===== src/rtl/pglide_pkg.sv =====
// ----------------------------------------------------------------------------
// pglide_pkg
// Shared widths, action codes and control structs for the pitch glide block.
// ----------------------------------------------------------------------------
package pglide_pkg;

    localparam int KEY_W          = 16;
    localparam int SAMPLES_W      = 20;
    localparam int ACTION_W       = 3;
    localparam int GLIDE_BITS_DEF = 20;
    localparam int DIST_W         = KEY_W + 1;
    localparam int CNT_W          = $clog2(KEY_W);

    localparam logic [KEY_W-1:0] DEFAULT_KEY_RST = 16'd24576;

    typedef enum logic [ACTION_W-1:0] {
        ACT_TICK      = 3'd0,
        ACT_NEW_KEY   = 3'd1,
        ACT_KEY_ON    = 3'd2,
        ACT_SET_LEN   = 3'd3,
        ACT_RESET_KEY = 3'd4
    } t_action;

    // controller -> datapath
    typedef struct packed {
        logic load;      // capture input word
        logic decode;    // classify action, step glide position
        logic mul;       // distance * position, seed divider
        logic div_step;  // one restoring divide step
        logic commit;    // update key state, load output word
    } t_cmd;

    // datapath -> controller
    typedef struct packed {
        logic glide_tick;
        logic div_last;
        logic out_free;
    } t_status;

endpackage


===== src/rtl/pglide_ctrl.sv =====
// ----------------------------------------------------------------------------
// pglide_ctrl
// Sequencer: accept, decode, multiply and serial divide (gliding ticks only), write back.
// ----------------------------------------------------------------------------
module pglide_ctrl
    import pglide_pkg::*;
(
    input  logic    i_clk,
    input  logic    i_rst_n,
    input  logic    i_in_valid,
    output logic    o_in_stall,
    input  t_status i_status,
    output t_cmd    o_cmd
);

    typedef enum logic [4:0] {
        S_IDLE   = 5'b00001,
        S_DECODE = 5'b00010,
        S_MUL    = 5'b00100,
        S_DIV    = 5'b01000,
        S_WRITE  = 5'b10000
    } t_state;

    t_state r_state;
    t_state n_state;

    assign o_in_stall = (r_state != S_IDLE);

    always_comb begin
        n_state = r_state;
        o_cmd   = '0;
        case (r_state)
            S_IDLE: begin
                if (i_in_valid) begin
                    o_cmd.load = 1'b1;
                    n_state    = S_DECODE;
                end
            end
            S_DECODE: begin
                o_cmd.decode = 1'b1;
                n_state      = i_status.glide_tick ? S_MUL : S_WRITE;
            end
            S_MUL: begin
                o_cmd.mul = 1'b1;
                n_state   = S_DIV;
            end
            S_DIV: begin
                o_cmd.div_step = 1'b1;
                if (i_status.div_last) begin
                    n_state = S_WRITE;
                end
            end
            S_WRITE: begin
                if (i_status.out_free) begin
                    o_cmd.commit = 1'b1;
                    n_state      = S_IDLE;
                end
            end
            default: begin
                n_state = S_IDLE;
            end
        endcase
    end

    always_ff @(posedge i_clk) begin
        if (!i_rst_n) begin
            r_state <= S_IDLE;
        end else begin
            r_state <= n_state;
        end
    end

endmodule


===== src/rtl/pglide_dp.sv =====
// ----------------------------------------------------------------------------
// pglide_dp
// Key state, glide multiplier, restoring divider and output register.
// ----------------------------------------------------------------------------
module pglide_dp
    import pglide_pkg::*;
#(
    parameter int GLIDE_BITS = GLIDE_BITS_DEF
)(
    input  logic                 i_clk,
    input  logic                 i_rst_n,
    input  t_cmd                 i_cmd,
    output t_status              o_status,
    input  logic [ACTION_W-1:0]  i_action,
    input  logic [KEY_W-1:0]     i_key,
    input  logic [SAMPLES_W-1:0] i_glide_samples,
    input  logic                 i_cfg_we,
    input  logic [KEY_W-1:0]     i_cfg_data,
    input  logic                 i_out_stall,
    output logic                 o_out_valid,
    output logic [KEY_W-1:0]     o_current_key
);

    localparam int PROD_W = KEY_W + GLIDE_BITS;

    // captured input word
    logic [ACTION_W-1:0]   r_action;
    logic [KEY_W-1:0]      r_key;
    logic [SAMPLES_W-1:0]  r_samples;

    // key state
    logic [KEY_W-1:0]      r_def_key;
    logic [KEY_W-1:0]      r_now;
    logic [KEY_W-1:0]      r_start;
    logic [DIST_W-1:0]     r_dist;
    logic [GLIDE_BITS-1:0] r_pos;
    logic [GLIDE_BITS-1:0] r_len;
    logic                  r_is_glide;

    // divider
    logic [GLIDE_BITS-1:0] r_rem;
    logic [KEY_W-1:0]      r_dvd;
    logic [CNT_W-1:0]      r_cnt;

    // output word
    logic                  r_out_valid;
    logic [KEY_W-1:0]      r_out_key;

    logic [DIST_W-1:0]           dist_abs;
    logic [PROD_W-1:0]           prod;
    logic [GLIDE_BITS:0]         trial;
    logic [GLIDE_BITS:0]         trial_diff;
    logic                        trial_ge;
    logic [KEY_W-1:0]            target;
    logic [KEY_W-1:0]            step;
    logic [KEY_W-1:0]            glide_key;
    logic [SAMPLES_W+GLIDE_BITS-1:0] samples_ext;
    logic [GLIDE_BITS-1:0]       samples_len;
    logic                        glide_on;

    assign glide_on = (r_len != '0) && (r_dist != '0);

    assign o_status.glide_tick = (r_action == ACT_TICK) && glide_on && (r_pos < r_len);
    assign o_status.div_last   = (r_cnt == CNT_W'(KEY_W - 1));
    assign o_status.out_free   = !r_out_valid || !i_out_stall;

    // |distance| fits 16 bits
    assign dist_abs = r_dist[DIST_W-1] ? (DIST_W'(0) - r_dist) : r_dist;
    assign prod     = PROD_W'(dist_abs[KEY_W-1:0]) * PROD_W'(r_pos);

    assign trial      = {r_rem, r_dvd[KEY_W-1]};
    assign trial_ge   = (trial >= {1'b0, r_len});
    assign trial_diff = trial - {1'b0, r_len};

    assign target    = r_start + r_dist[KEY_W-1:0];
    // negative glide rounds the step up
    assign step      = r_dvd + KEY_W'(r_dist[DIST_W-1] && (r_rem != '0));
    assign glide_key = r_dist[DIST_W-1] ? (r_start - step) : (r_start + step);

    assign samples_ext = {{GLIDE_BITS{1'b0}}, r_samples};
    assign samples_len = samples_ext[GLIDE_BITS-1:0];

    always_ff @(posedge i_clk) begin
        if (i_cmd.load) begin
            r_action  <= i_action;
            r_key     <= i_key;
            r_samples <= i_glide_samples;
        end
        if (i_cmd.mul) begin
            r_rem <= prod[PROD_W-1:KEY_W];
            r_dvd <= prod[KEY_W-1:0];
        end else if (i_cmd.div_step) begin
            r_rem <= trial_ge ? trial_diff[GLIDE_BITS-1:0] : trial[GLIDE_BITS-1:0];
            r_dvd <= {r_dvd[KEY_W-2:0], trial_ge};
        end
        if (i_cmd.commit) begin
            case (r_action)
                ACT_TICK:      r_out_key <= r_is_glide ? glide_key : target;
                ACT_KEY_ON:    r_out_key <= target;
                ACT_RESET_KEY: r_out_key <= r_def_key;
                default:       r_out_key <= r_now;
            endcase
        end
    end

    always_ff @(posedge i_clk) begin
        if (!i_rst_n) begin
            r_def_key   <= DEFAULT_KEY_RST;
            r_now       <= DEFAULT_KEY_RST;
            r_start     <= DEFAULT_KEY_RST;
            r_dist      <= '0;
            r_pos       <= '0;
            r_len       <= '0;
            r_is_glide  <= 1'b0;
            r_cnt       <= '0;
            r_out_valid <= 1'b0;
        end else begin
            if (i_cfg_we) begin
                r_def_key <= i_cfg_data;
            end
            if (i_cmd.decode) begin
                r_is_glide <= o_status.glide_tick;
                if (o_status.glide_tick) begin
                    r_pos <= r_pos + GLIDE_BITS'(1);
                end
            end
            if (i_cmd.mul) begin
                r_cnt <= '0;
            end else if (i_cmd.div_step) begin
                r_cnt <= r_cnt + CNT_W'(1);
            end
            if (i_cmd.commit) begin
                case (r_action)
                    ACT_TICK: begin
                        if (r_is_glide) begin
                            r_now <= glide_key;
                        end else begin
                            r_now <= target;
                            if (glide_on) begin
                                r_start <= target;
                                r_dist  <= '0;
                            end
                        end
                    end
                    ACT_NEW_KEY: begin
                        r_start <= r_now;
                        r_dist  <= {1'b0, r_key} - {1'b0, r_now};
                        r_pos   <= '0;
                    end
                    ACT_KEY_ON: begin
                        r_now   <= target;
                        r_start <= target;
                        r_dist  <= '0;
                    end
                    ACT_SET_LEN: begin
                        r_len <= samples_len;
                    end
                    ACT_RESET_KEY: begin
                        r_now   <= r_def_key;
                        r_start <= r_def_key;
                        r_dist  <= '0;
                    end
                    default: begin
                        r_now <= r_now;
                    end
                endcase
            end
            if (i_cmd.commit) begin
                r_out_valid <= 1'b1;
            end else if (!i_out_stall) begin
                r_out_valid <= 1'b0;
            end
        end
    end

    assign o_out_valid   = r_out_valid;
    assign o_current_key = r_out_key;

endmodule


===== src/rtl/portamento_key_glide_top.sv =====
// ----------------------------------------------------------------------------
// portamento_key_glide_top
// Linear portamento for one synth voice: one action word in, one key word out.
// ----------------------------------------------------------------------------
//  channel   dir  handshake                  payload
//  -------   ---  -------------------------  ----------------------------------
//  in        in   i_in_valid / o_in_stall    i_action, i_key, i_glide_samples
//  out       out  o_out_valid / i_out_stall  o_current_key
//  cfg       in   i_cfg_valid / o_cfg_ready  i_cfg_data (default key)
//
//  Sequence: a gliding tick runs accept, decode, multiply, 16 restoring
//  divide steps and write back; any other word runs accept, decode and
//  write back. The divide loop retires one quotient bit a cycle.
//  Reset: synchronous, active low; key state returns to the default key,
//  glide length/position/distance clear, default key register to 24576.
//  Stalls: the output register holds a finished word while the next input
//  word is accepted; write back waits only if that register is still full.
// ----------------------------------------------------------------------------
module portamento_key_glide_top
    import pglide_pkg::*;
#(
    parameter int GLIDE_BITS = GLIDE_BITS_DEF
)(
    input  logic                 i_clk,
    input  logic                 i_rst_n,
    // input words
    input  logic                 i_in_valid,
    output logic                 o_in_stall,
    input  logic [ACTION_W-1:0]  i_action,
    input  logic [KEY_W-1:0]     i_key,
    input  logic [SAMPLES_W-1:0] i_glide_samples,
    // result words
    output logic                 o_out_valid,
    input  logic                 i_out_stall,
    output logic [KEY_W-1:0]     o_current_key,
    // default key register
    input  logic                 i_cfg_valid,
    output logic                 o_cfg_ready,
    input  logic [KEY_W-1:0]     i_cfg_data
);

    t_cmd    cmd;
    t_status status;

    // register accepts at any time; software must write only when idle, the block does not enforce it
    assign o_cfg_ready = 1'b1;

    pglide_ctrl u_ctrl (
        .i_clk      (i_clk),
        .i_rst_n    (i_rst_n),
        .i_in_valid (i_in_valid),
        .o_in_stall (o_in_stall),
        .i_status   (status),
        .o_cmd      (cmd)
    );

    // key = start + floor(dist*pos/len); a falling glide rounds its step up,
    // so the key rounds down in both directions
    pglide_dp #(
        .GLIDE_BITS (GLIDE_BITS)
    ) u_dp (
        .i_clk           (i_clk),
        .i_rst_n         (i_rst_n),
        .i_cmd           (cmd),
        .o_status        (status),
        .i_action        (i_action),
        .i_key           (i_key),
        .i_glide_samples (i_glide_samples),
        .i_cfg_we        (i_cfg_valid && o_cfg_ready),
        .i_cfg_data      (i_cfg_data),
        .i_out_stall     (i_out_stall),
        .o_out_valid     (o_out_valid),
        .o_current_key   (o_current_key)
    );

endmodule


===== config.mk =====
export PLATFORM = sky130hd
export DESIGN_NAME = portamento_key_glide_top
export DESIGN_NICKNAME = d
export VERILOG_FILES = /design/src/rtl/pglide_pkg.sv /design/src/rtl/pglide_ctrl.sv /design/src/rtl/pglide_dp.sv /design/src/rtl/portamento_key_glide_top.sv
export SDC_FILE = /design/constraint.sdc
export NUM_CORES = 1
export LEC_CHECK = 0
export ABC_AREA = 1
export ABC_CLOCK_PERIOD_IN_PS = 9050
export BUFFER_PORTS_ARGS = -buffer_cell sky130_fd_sc_hd__buf_2
export CAP_MARGIN = 20
export CORE_MARGIN = 5
export CORE_UTILIZATION = 65
export DETAILED_ROUTE_END_ITERATION = 10
export HOLD_SLACK_MARGIN = 0.15
export PLACE_DENSITY = 0.83
export SLEW_MARGIN = 10
export SYNTH_ARGS = -nofsm -noshare
export SYNTH_HDL_FRONTEND = slang
export SYNTH_HIERARCHICAL = 1
export SYNTH_SLANG_ARGS = --single-unit

===== constraint.sdc =====
create_clock -name i_clk -period 9.05 [get_ports i_clk]
set_input_delay 1.81 -clock i_clk [delete_from_list [all_inputs] [get_ports i_clk]]
set_output_delay 1.81 -clock i_clk [all_outputs]
set_load 0.05 [all_outputs]

==> summary.md <==
| Metric | Value |
|---|---|
| Wire per inst | 20.61 um |
| Die Y | 202.2 um |
| Top Ports | 79 |
| P per Cell Area | 89.72 nW/um^2 |
| Simple-gate share of the synthesized area | 21.55% |
| # fillers | 3047 |
| CP Buf/Inv Count | 8 |
| VDD IR max | 205.9 uV |
| RSZ-0062 raised after global routing | false |
| Startpoint Class | flop |
| Synth Area in Adders | 31.56% |
| Crit Path Max Fanout | 23 |
| # Max-Cap Violations | 0 |
| Die ar. | 40870 um^2 |
| Main synth FF type | dfxtp_1 |
| Sequential power share | 45.6% |
| Synth unique cells | 64 |
| Layout area overhead | 6.110% |
| Initial antenna violation count | 0 |
| Endpoints failing hold | 0 |
| Sequential-to-total area share from yosys stat | 21.06% |
| First-pass GRT wire length | 118.4 mm |
| #FFs+latches synth | 207 |
| Worst R2R Path Depth | 33 |
| DRC viols | 0 |
| Core area | 36520 um^2 |
| Post-synth EDFFs | 91 |
| Post-synth net total | 3639 |
| Vias per cell | 6.046 |
| WP depth | 33 |
| Final period util | 90.95% |
| Post-synth top area share | 21.19% |
| 1st-iter DRT viols | 2132 |
| Top post-synthesis cells by count | nand2_1, inv_1, nor2_1 |
| Synth Instances | 3126 |
| Main combinational cell family by area after synthesis | adder cells |
| Post-synthesis share of cell area spent on xor and xnor gates | 3.018% |
| Drt pass-1 iters | 6 |
| Final setup fails | 0 |
| Net switching power | 0.0006331 W |
| Final Skew | 0.05081 ns |
| Slew headroom | 17.36% |
| Largest net degree at the start of global routing | 61 |
| Worst Setup SP | u_dp/r_dist[0]$_SDFFE_PN0P_ |
| Worst reg-to-reg setup slack | 0.82 ns |
| Post-CTS Setup Bufs | 0 |
| Final worst path period need | 8.231 ns |
| Final #Nets | 3659 |
| Fmax achieved | 0.1215 GHz |
| Crit path DAT | 8.50 ns |
| CTS max path bufs | 3 |
| Ant diodes | 0 |
| Status | complete, no violations |
| CTS Sinks | 207 |
| Crit path capture | u_dp/r_rem[16]$_DFFE_PP_ |
| Slowest cell on crit path | dfxtp_1 |
| Share of cells above drive strength 1 | 6.764% |
| Mean post-synth cell area | 7.678 um^2 |
| Post-route ant nets | 0 |
| Worst-margin pin slew | 1.238 ns |
| H-tree depth | 1 |
| CTS resizes | 0 |
| Top post-synthesis cells by area | fa_1, edfxtp_1, ha_1 |
| Yosys top cell by area | fa_1 |
| Multiplexer share of the synthesized area | 0% |
| Final slew viol count | 0 |
| P_int | 0.001652 W |
| Asr flop ratio synth | 0% |
| Net Sw Frac | 27.70% |
| P_leak | 12.11 nW |
| Skew-Pair Late Insertion Delay | 0.56 ns |
| R2r startpoint | u_dp/r_dist[0]$_SDFFE_PN0P_ |
| Crit path largest cell delay | 0.88 ns |
| Combinational share of power | 11.9% |
| Total grt overflow | 0 |
| CTS Buf Count | 24 |
| Worst-path clk slew | 0.06 ns |
| Final HPWL DP | 59.67 mm |
| Synth Cell Area | 24000 um^2 |
| Hold WC Path Type | reg2reg |
| Reg-to-Reg End | u_dp/r_rem[16]$_DFFE_PP_ |
| Worst EP required | 9.32 ns |
| Num rows | 70 |
| Cts hold-fix bufs | 0 |
| WHS Path Cells | 2 |
| Crit path max-delay family | adder cells |
| Clock power share | 42.5% |
| Setup TNS Final | 0 ns |
| Root Driver | clkbuf_16 |
| Starting Density | 65.72% |
| Vias in the first global route | 22060 |
| Most frequent cell on the critical path | inv_1 |
| Worst setup path category | reg2reg |
| Final wirelength | 74.84 mm |
| Final Power | 0.002285 W |
| Post-synthesis compound-gate area fraction | 11.92% |
| CTS tree | yes |
| PortBufs | 77 |
| RD Place Congestion | 0.9880 |
| Die width | 202.2 um |
| Count leader, synth | nand2_1 |
| Vias post-DR | 21960 |
| Setup crit end kind | flop |
| Ys Warns | 6 |
| Global Route Usage Sum | 36.46% |
==> cell usage in the layout, fill, tap and decap left out, types with 5 or more instances in the layout <==
master | synthesis | layout
clkbuf_16 | 0 | 24
nor2_2 | 8 | 8
clkinv_1 | 6 | 8
edfxtp_1 | 91 | 91
o21a_1 | 9 | 9
nand2_1 | 652 | 652
nand4_1 | 38 | 38
nor2_1 | 295 | 293
ha_1 | 199 | 199
buf_2 | 18 | 77
xnor2_1 | 29 | 29
nor4_1 | 22 | 22
a21oi_1 | 192 | 192
a31oi_1 | 8 | 8
nand3b_1 | 6 | 6
buf_4 | 3 | 25
inv_2 | 7 | 7
o21ai_1 | 24 | 24
inv_1 | 542 | 542
a41oi_1 | 7 | 7
a21o_1 | 13 | 13
dfxtp_1 | 116 | 116
fa_1 | 254 | 254
nand2_2 | 13 | 13
xor2_1 | 50 | 50
o21bai_1 | 12 | 12
or2_2 | 11 | 11
nor3_1 | 25 | 25
nand3_1 | 114 | 114
o21ai_0 | 171 | 171
nand3_2 | 5 | 5
o211ai_1 | 19 | 19
clkinv_2 | 0 | 6
a211oi_1 | 16 | 16
nor2_4 | 7 | 9
o2111ai_1 | 6 | 6
==> sequential cells by signal, summed over array words and instances, names as in the netlist <==
name and cells:
u_dp/o_current_key 16, u_dp/r_is_glide 1, u_dp/r_pos 20, u_dp/r_def_key 16, u_dp/r_start 16, u_dp/r_cnt 4, u_dp/r_now 16, u_dp/o_out_valid 1
u_dp/r_action 3, u_ctrl/r_state 5, u_dp/r_key 16, u_dp/r_dvd 16, u_dp/r_dist 17, u_dp/r_rem 20, u_dp/r_samples 20, u_dp/r_len 20
==> power by group through the flow <==
stage | logic [W] | clock network, W | registers [W]
after floorplan | 0.000175 | 0 | 0.00105
after detailed placement | 0.000261 | 0 | 0.00106
after global placement | 0.000253 | 0 | 0.00106
after CTS | 0.000263 | 0.000987 | 0.00104
final | 0.000271 | 0.000971 | 0.00104
after global routing | 0.000295 | 0.00104 | 0.00104
==> how the worst min path moves through the flow <==
| stage | start | endpoint | slack [ns] |
|---|---|---|---|
| after detailed placement | u_dp/r_def_key[13]$_SDFFE_PN1P_ | u_dp/r_def_key[13]$_SDFFE_PN1P_ | 0.45 |
| after CTS | u_dp/r_def_key[14]$_SDFFE_PN1P_ | u_dp/r_def_key[14]$_SDFFE_PN1P_ | 0.49 |
| final | u_dp/r_def_key[14]$_SDFFE_PN1P_ | u_dp/r_def_key[14]$_SDFFE_PN1P_ | 0.49 |
| after global placement | u_dp/r_def_key[13]$_SDFFE_PN1P_ | u_dp/r_def_key[13]$_SDFFE_PN1P_ | 0.45 |
| after floorplan | u_dp/r_def_key[13]$_SDFFE_PN1P_ | u_dp/r_def_key[13]$_SDFFE_PN1P_ | 0.43 |
| after global routing | u_dp/r_def_key[14]$_SDFFE_PN1P_ | u_dp/r_def_key[14]$_SDFFE_PN1P_ | 0.51 |
==> routing by layer <==
| metal | vias up | global-route usage, % | wire (um) |
|---|---|---|---|
| met2 | 1188 | 55.56 | 32240 |
| met4 | 0 | 14.31 | 3477 |
| li1 | 10010 | - | - |
| met1 | 10500 | 51.19 | 30880 |
| met3 | 254 | 8.038 | 8237 |
| met5 | - | 0 | 0 |
==> worst register-to-register path: cells and delay by family, from the launching register on <==
family	cells	cell delay (ns)
simple gates	12	1.75
flops	1	0.88
fa+ha+maj	8	3.44
buf+inv	8	0.96
compound gates	5	0.88
==> metrics by stage <==
stage               util, %  instance area (um^2)  setup WS [ns]  instances  hold slack, ns
floorplan                 -                 24000          2.277       3126          0.4292
finish                69.73                 25470         0.8189       3632          0.4862
global route          69.73                 25470         0.2344       3632          0.5123
CTS                   69.64                 25440         0.9393       3631          0.4856
detailed placement    67.47                 24640          1.001       3587          0.4545
global placement      67.47                 24640          1.076       3587          0.4492
==> cell type report <==
| cell class | instances | area (um^2) | share of cell area (%) |
|---|---|---|---|
| Clock buffer | 28 | 625.6 | 2.456 |
| Sequential cell | 207 | 5055 | 19.85 |
| Inverter | 555 | 2083 | 8.180 |
| Clock inverter | 16 | 167.7 | 0.6583 |
| Timing Repair Buffer | 103 | 600.6 | 2.358 |
| Tap cell | 468 | 585.6 | 2.299 |
| Multi-Input combinational cell | 2255 | 16350 | 64.20 |
==> logic make-up after synthesis <==
kind of cell    after synthesis
buf+inv                     664
other cells                   1
simple gates               1214
flops                       207
fa+ha+maj                   453
xor+xnor                     81
compound gates              506
Note: power is estimated with default switching activity, not from simulation.
